### src/design/ros_ram.sv
`timescale 1ns / 1ps
// ----------------------------------------------------------------------------
// ros_ram
// Simple dual-port synchronous RAM, one write and one registered read port.
// ----------------------------------------------------------------------------
module ros_ram #(
   parameter int WIDTH = 8,
   parameter int DEPTH = 16
) (
   input  logic                     clock,
   input  logic                     wr_en,
   input  logic [$clog2(DEPTH)-1:0] wr_addr,
   input  logic [WIDTH-1:0]         wr_data,
   input  logic [$clog2(DEPTH)-1:0] rd_addr,
   output logic [WIDTH-1:0]         rd_data
);

   logic [WIDTH-1:0] mem [DEPTH];

   // write port and registered read
   always_ff @(posedge clock) begin
      if (wr_en) begin
         mem[wr_addr] <= wr_data;
      end
      rd_data <= mem[rd_addr];
   end

endmodule

### config.mk
export PLATFORM = sky130hd
export DESIGN_NAME = ros_ram
export DESIGN_NICKNAME = d
export VERILOG_FILES = /design/src/design/ros_ram.sv
export SDC_FILE = /design/constraint.sdc
export NUM_CORES = 1
export LEC_CHECK = 0
export BUFFER_PORTS_ARGS = -buffer_cell sky130_fd_sc_hd__buf_2
export CAP_MARGIN = 20
export CORE_MARGIN = 5
export CORE_UTILIZATION = 34
export CTS_CLUSTER_SIZE = 24
export DETAILED_ROUTE_END_ITERATION = 6
export SYNTH_ARGS = -nofsm -noshare
export SYNTH_HDL_FRONTEND = slang
export SYNTH_SLANG_ARGS = --single-unit
### constraint.sdc
create_clock -name clock -period 5.3 [get_ports clock]
set_clock_uncertainty 0.1 [all_clocks]
set_input_delay 0.265 -clock clock [delete_from_list [all_inputs] [get_ports clock]]
set_output_delay 0.265 -clock clock [all_outputs]
set_load 0.01 [all_outputs]
==> results_dict.tcl, run 1 <==
set metrics [dict create \
    status "finished, final reports clean" \
    r2r_slack_ns 3.77 \
    path_clk_slew_ns 0.06 \
    peakVddDrop_mv 0.2943 \
    synth_top_area_share_pct 74.67 \
    area_growth_pct 19.03 \
    final_util_pct 40.76 \
    avgViaCountPerCell 5.034 \
    detail_route.first_pass.iterations 4 \
    root_buffer "clkbuf_16" \
    drt_iter0_drc 170 \
    syn_inst 229 \
    max_freq_mhz 599.5 \
    n_antenna_cell 0 \
    slew_viol_final 0 \
    hp-class "in -> reg" \
    cap_violations 0 \
    crit_path_end_kind "register" \
    nNetsFinal 286 \
    cts_sinks 136 \
    cts_resized 0 \
    vias 2361 \
    setup_viol 0 \
    cts_buffer_depth 2 \
    rr_worst_depth 3 \
    rsz0062_at_grt "false" \
    place.detailed.hpwl_mm 6.066 \
    floorplan.core_area_um2 15030 \
    finalCritPeriodShare_pct 31.47 \
    timing.rr.start "mem[9][1]" \
    synth_area_um2 5147 \
    r2r-end "rd_data[1]" \
    post_cts_buffers 0 \
    hold_violations 0 \
    hold_buffers 0 \
    startpoint_type "input pin" \
    nFillCells 1290 \
    synth_cell_types 19 \
    synth_seq_cells 136 \
    grt_pass1_vias 2502 \
    p_per_area_nw_per_um2 422.8 \
    worstPathArrival_ns 1.60 \
    grt_max_degree 33 \
    p_leak_nw 2.036 \
    portBuffers 25 \
    clkLatencyLatePin_ns 0.41 \
    die_w_um 133.0 \
    grt_pass1_wl_mm 15.11 \
    syn-num-nets 247 \
    setup_tns_ns 0 \
    numCtsBuffers 17 \
    cts_tree "yes" \
    relSlewSlack_pct 29.72 \
    rows 45 \
    drive_gt1_share_pct 28.83 \
    drt_wl_total_mm 10.09 \
    cp_max_fo 8 \
    cts.htree.levels 4 \
    crit_path_end "mem[3][2]" \
    initial_utilization_pct 34.24 \
    die_h_um 133.0 \
    place_congestion 0.6897 \
    synth_area_leaders "edfxtp_1 (75%), mux4_2 (7.9%), mux4_1 (7.1%)" \
    wl_per_cell_um 21.50 \
    ioPinCount 26 \
    period_needed_ns 1.668 \
    grt.total_usage_pct 12.00 \
    drcViolationCount 0 \
    ys_seq_area_share_pct 77.78 \
    yosys_warnings 0 \
    worst_pin_slew_ns 1.050 \
    worst-endpoint-required_ns 5.23 \
    die_area_um2 17700 \
    antenna_left 0 \
    crit_start "wr_addr[2]" \
    synth_area_per_cell_um2 22.48 \
    yosysTopAreaCell "edfxtp_1" \
    grt.overflow.total 0 \
    antenna_found_initial 0 \
    critPathKind "in -> reg" \
]
## Yosys cell counts (all sizes together)
cell           instances
a22oi                 16
and2                   1
and2b                  1
buf                    7
clkdlybuf4s25          3
dfxtp                  8
edfxtp               128
mux4                  32
nand2                  9
nand2b                 2
nand3                  1
nand3b                 2
nor2                  13
nor2b                  1
nor3                   4
or3b                   1
## kinds of logic (layout without fill, tap and decap cells)
group / Yosys count / in the layout / synth area share [%]
flip-flops: 136 / 136 / 77.78
AND/OR/NAND/NOR: 35 / 35 / 3.184
multiplexers: 32 / 32 / 15.02
AO/OA/AOI/OAI: 16 / 16 / 2.334
buffers and inverters: 10 / 62 / 1.677
## flip-flops by register name (all words and copies together), names as in the netlist
signal	cells
mem	128
rd_data	8
## cell usage in the layout, fill, tap and decap left out, drive strengths merged, types with 2 or more instances in the layout
cell      count
clkinv        2
edfxtp      128
nor2         13
nand2b        2
clkinvlp      3
bufinv        4
dfxtp         8
mux4         32
buf          30
nand2         9
nand3b        2
a22oi        16
clkbuf       22
nor3          4
## stage by stage
step	hold WS (ns)	setup slack [ns]	area (um2)	total power, mW	cells
CTS	0.1285	3.248	6096	2.607	467
global route	0.1329	3.552	6127	2.673	469
finish	0.1432	3.632	6127	2.590	469
global placement	0.5513	2.813	5441	1.338	434
detailed placement	0.5631	2.815	5446	1.342	435
floorplan	0.2639	3.442	5147	1.294	229
## power by group
group / leakage [nW] / total (mW) / internal [mW] / switching [mW]
Combinational: 0.503 / 0.110 / 0.0449 / 0.0646
Clock: 0.309 / 1.27 / 0.839 / 0.432
Sequential: 1.22 / 1.21 / 1.20 / 0.00712
Total: 2.04 / 2.59 / 2.09 / 0.503
## final cells by class
cell class | instances | area [um2] | area share (%)
tap | 188 | 235.2 | 3.839
clock buffer | 22 | 484.2 | 7.903
sequential | 136 | 4004 | 65.35
timing repair buffer | 30 | 176.4 | 2.879
multi-input combinational | 83 | 1062 | 17.34
clock inverter | 10 | 165.2 | 2.696
## how the worst min path moves through the flow
stage	startpoint	endpoint	slack (ns)	cells after the start
floorplan	wr_data[0]	mem[0][0]	0.26	0
global placement	wr_data[1]	mem[9][1]	0.55	1
detailed placement	wr_data[0]	mem[14][0]	0.56	1
CTS	wr_data[7]	mem[9][7]	0.13	1
global route	wr_data[1]	mem[7][1]	0.13	1
finish	wr_data[4]	mem[15][4]	0.14	1
## worst max-delay path, stage by stage
cell and delay, ns:
buf_2 0.11, or3b_2 0.52, nor2_1 0.69
## per-layer routing
metal | vias to the layer above | track usage (%) | wire length [um]
met4 | 0 | 3.984 | 51
met5 | - | 0 | 0
met3 | 5 | 4.144 | 423
met2 | 56 | 19.10 | 5211
met1 | 1249 | 15.45 | 4398
li1 | 1051 | - | -
No activity file was read; power rests on OpenSTA's default activity.
==> run 2: changes to the inputs <==
Clock period 5.3 ns to 1.7 ns, I/O delays scaled along.
==> results_dict.tcl, run 2 (same netlist as run 1, synthesis figures left out) <==
set metrics [dict create \
    grt.total_usage_pct 12.28 \
    grt_pass1_wl_mm 15.57 \
    grt_pass1_vias 2561 \
    period_needed_ns 1.473 \
    drcViolationCount 0 \
    mostFrequentLayoutCells "edfxtp_1 (128), buf_2 (25), mux4_2 (18), buf_4 (18), clkbuf_16 (17)" \
    antenna_found_initial 0 \
    portBuffers 25 \
    wl_per_cell_um 20.47 \
    crit_path_end_kind "register" \
    worst_pin_slew_ns 0.7559 \
    finalCritPeriodShare_pct 86.65 \
    vias 2457 \
    clkLatencyLatePin_ns 0.42 \
    final_util_pct 41.96 \
    largest_reg_flops 128 \
    place_congestion 0.7013 \
    cts_buffer_depth 2 \
    cts_tree "yes" \
    relSlewSlack_pct 49.51 \
    area_growth_pct 22.53 \
    avgViaCountPerCell 4.984 \
    floorplan.core_area_um2 15030 \
    place.detailed.hpwl_mm 6.413 \
    critPathKind "reg -> reg" \
    regMostFlops "mem" \
    r2r_slack_ns 0.23 \
    timing.rr.start "mem[1][5]" \
    drt_wl_total_mm 10.09 \
    crit_start "mem[1][5]" \
    hold_violations 0 \
    antenna_left 0 \
    rows 45 \
    p_per_area_nw_per_um2 1251 \
    post_cts_buffers 0 \
    detail_route.first_pass.iterations 4 \
    setup_tns_ns 0 \
    slew_viol_final 0 \
    initial_utilization_pct 34.24 \
    cts_sinks 136 \
    rsz0062_at_grt "false" \
    setup_viol 0 \
    drt_iter0_drc 258 \
    cts_resized 0 \
    grt.overflow.total 0 \
    die_w_um 133.0 \
    cp_max_fo 1 \
    drive_gt1_share_pct 31.15 \
    numCtsBuffers 17 \
    root_buffer "clkbuf_16" \
    cts.htree.levels 4 \
    n_antenna_cell 0 \
    worst-endpoint-required_ns 1.90 \
    hold_buffers 8 \
    cap_violations 0 \
    grt_max_degree 33 \
    ioPinCount 26 \
    startpoint_type "register" \
    r2r-end "rd_data[5]" \
    nFillCells 1279 \
    worstPathArrival_ns 1.68 \
    die_area_um2 17700 \
    peakVddDrop_mv 0.6456 \
    max_freq_mhz 678.9 \
    p_leak_nw 2.137 \
    die_h_um 133.0 \
    rr_worst_depth 3 \
    nNetsFinal 310 \
    path_clk_slew_ns 0.06 \
    crit_path_end "rd_data[5]" \
    final_common_cell "edfxtp_1" \
    largest_registers "mem: 128 flops, rd_data: 8 flops" \
    hp-class "in -> reg" \
    status "finished, final reports clean" \
]
==> run 2: critical path: stages (launching register included) <==
cell	delay, ns
edfxtp_1	0.36
mux4_1	0.51
a22oi_1	0.29
nand2_1	0.09
==> run 2: layout make-up <==
type | instances | area, um2 | area share [%]
Clock inverter | 14 | 181.4 | 2.876
Tap cell | 188 | 235.2 | 3.729
Multi-Input combinational cell | 83 | 1057 | 16.76
Clock buffer | 18 | 429.2 | 6.804
Timing Repair Buffer | 54 | 400.4 | 6.348
Sequential cell | 136 | 4004 | 63.48
==> run 2: stage by stage <==
stage	instances	area, um2	hold WS, ns	total power, mW	worst slack [ns]
after CTS	493	6307	0.1053	7.973	0.2066
after global placement	453	5617	0.3792	4.200	0.06334
final	493	6307	0.1273	7.893	0.2269
after global routing	493	6307	0.1274	8.154	0.1584
after detailed placement	453	5617	0.3844	4.209	0.05591
after floorplan	229	5147	0.08387	4.035	0.02213
==> run 2: worst min path at each step <==
stage | slack, ns | end | cells past startpoint | startpoint
floorplan | 0.08 | mem[0][0] | 0 | wr_data[0]
global placement | 0.38 | mem[14][1] | 1 | wr_data[1]
detailed placement | 0.38 | mem[9][7] | 1 | wr_data[7]
CTS | 0.11 | mem[12][4] | 3 | wr_addr[0]
global route | 0.13 | mem[0][4] | 3 | wr_addr[0]
finish | 0.13 | rd_data[7] | 5 | rd_addr[3]
==> run 2: power breakdown <==
| part | leakage [nW] | switching, mW | internal [mW] | total [mW] |
|---|---|---|---|---|
| logic | 0.628 | 0.203 | 0.169 | 0.373 |
| clock network | 0.285 | 1.32 | 2.43 | 3.75 |
| registers | 1.22 | 0.0237 | 3.75 | 3.77 |
| total | 2.14 | 1.54 | 6.35 | 7.89 |
==> run 2: routing by layer <==
metal	vias up	part of all wire, %	global-route usage [%]
met5	-	0	0
met4	0	1.6	5.543
met3	13	6.0	3.802
met2	66	45	17.83
met1	1275	47	17.00
li1	1103	-	-
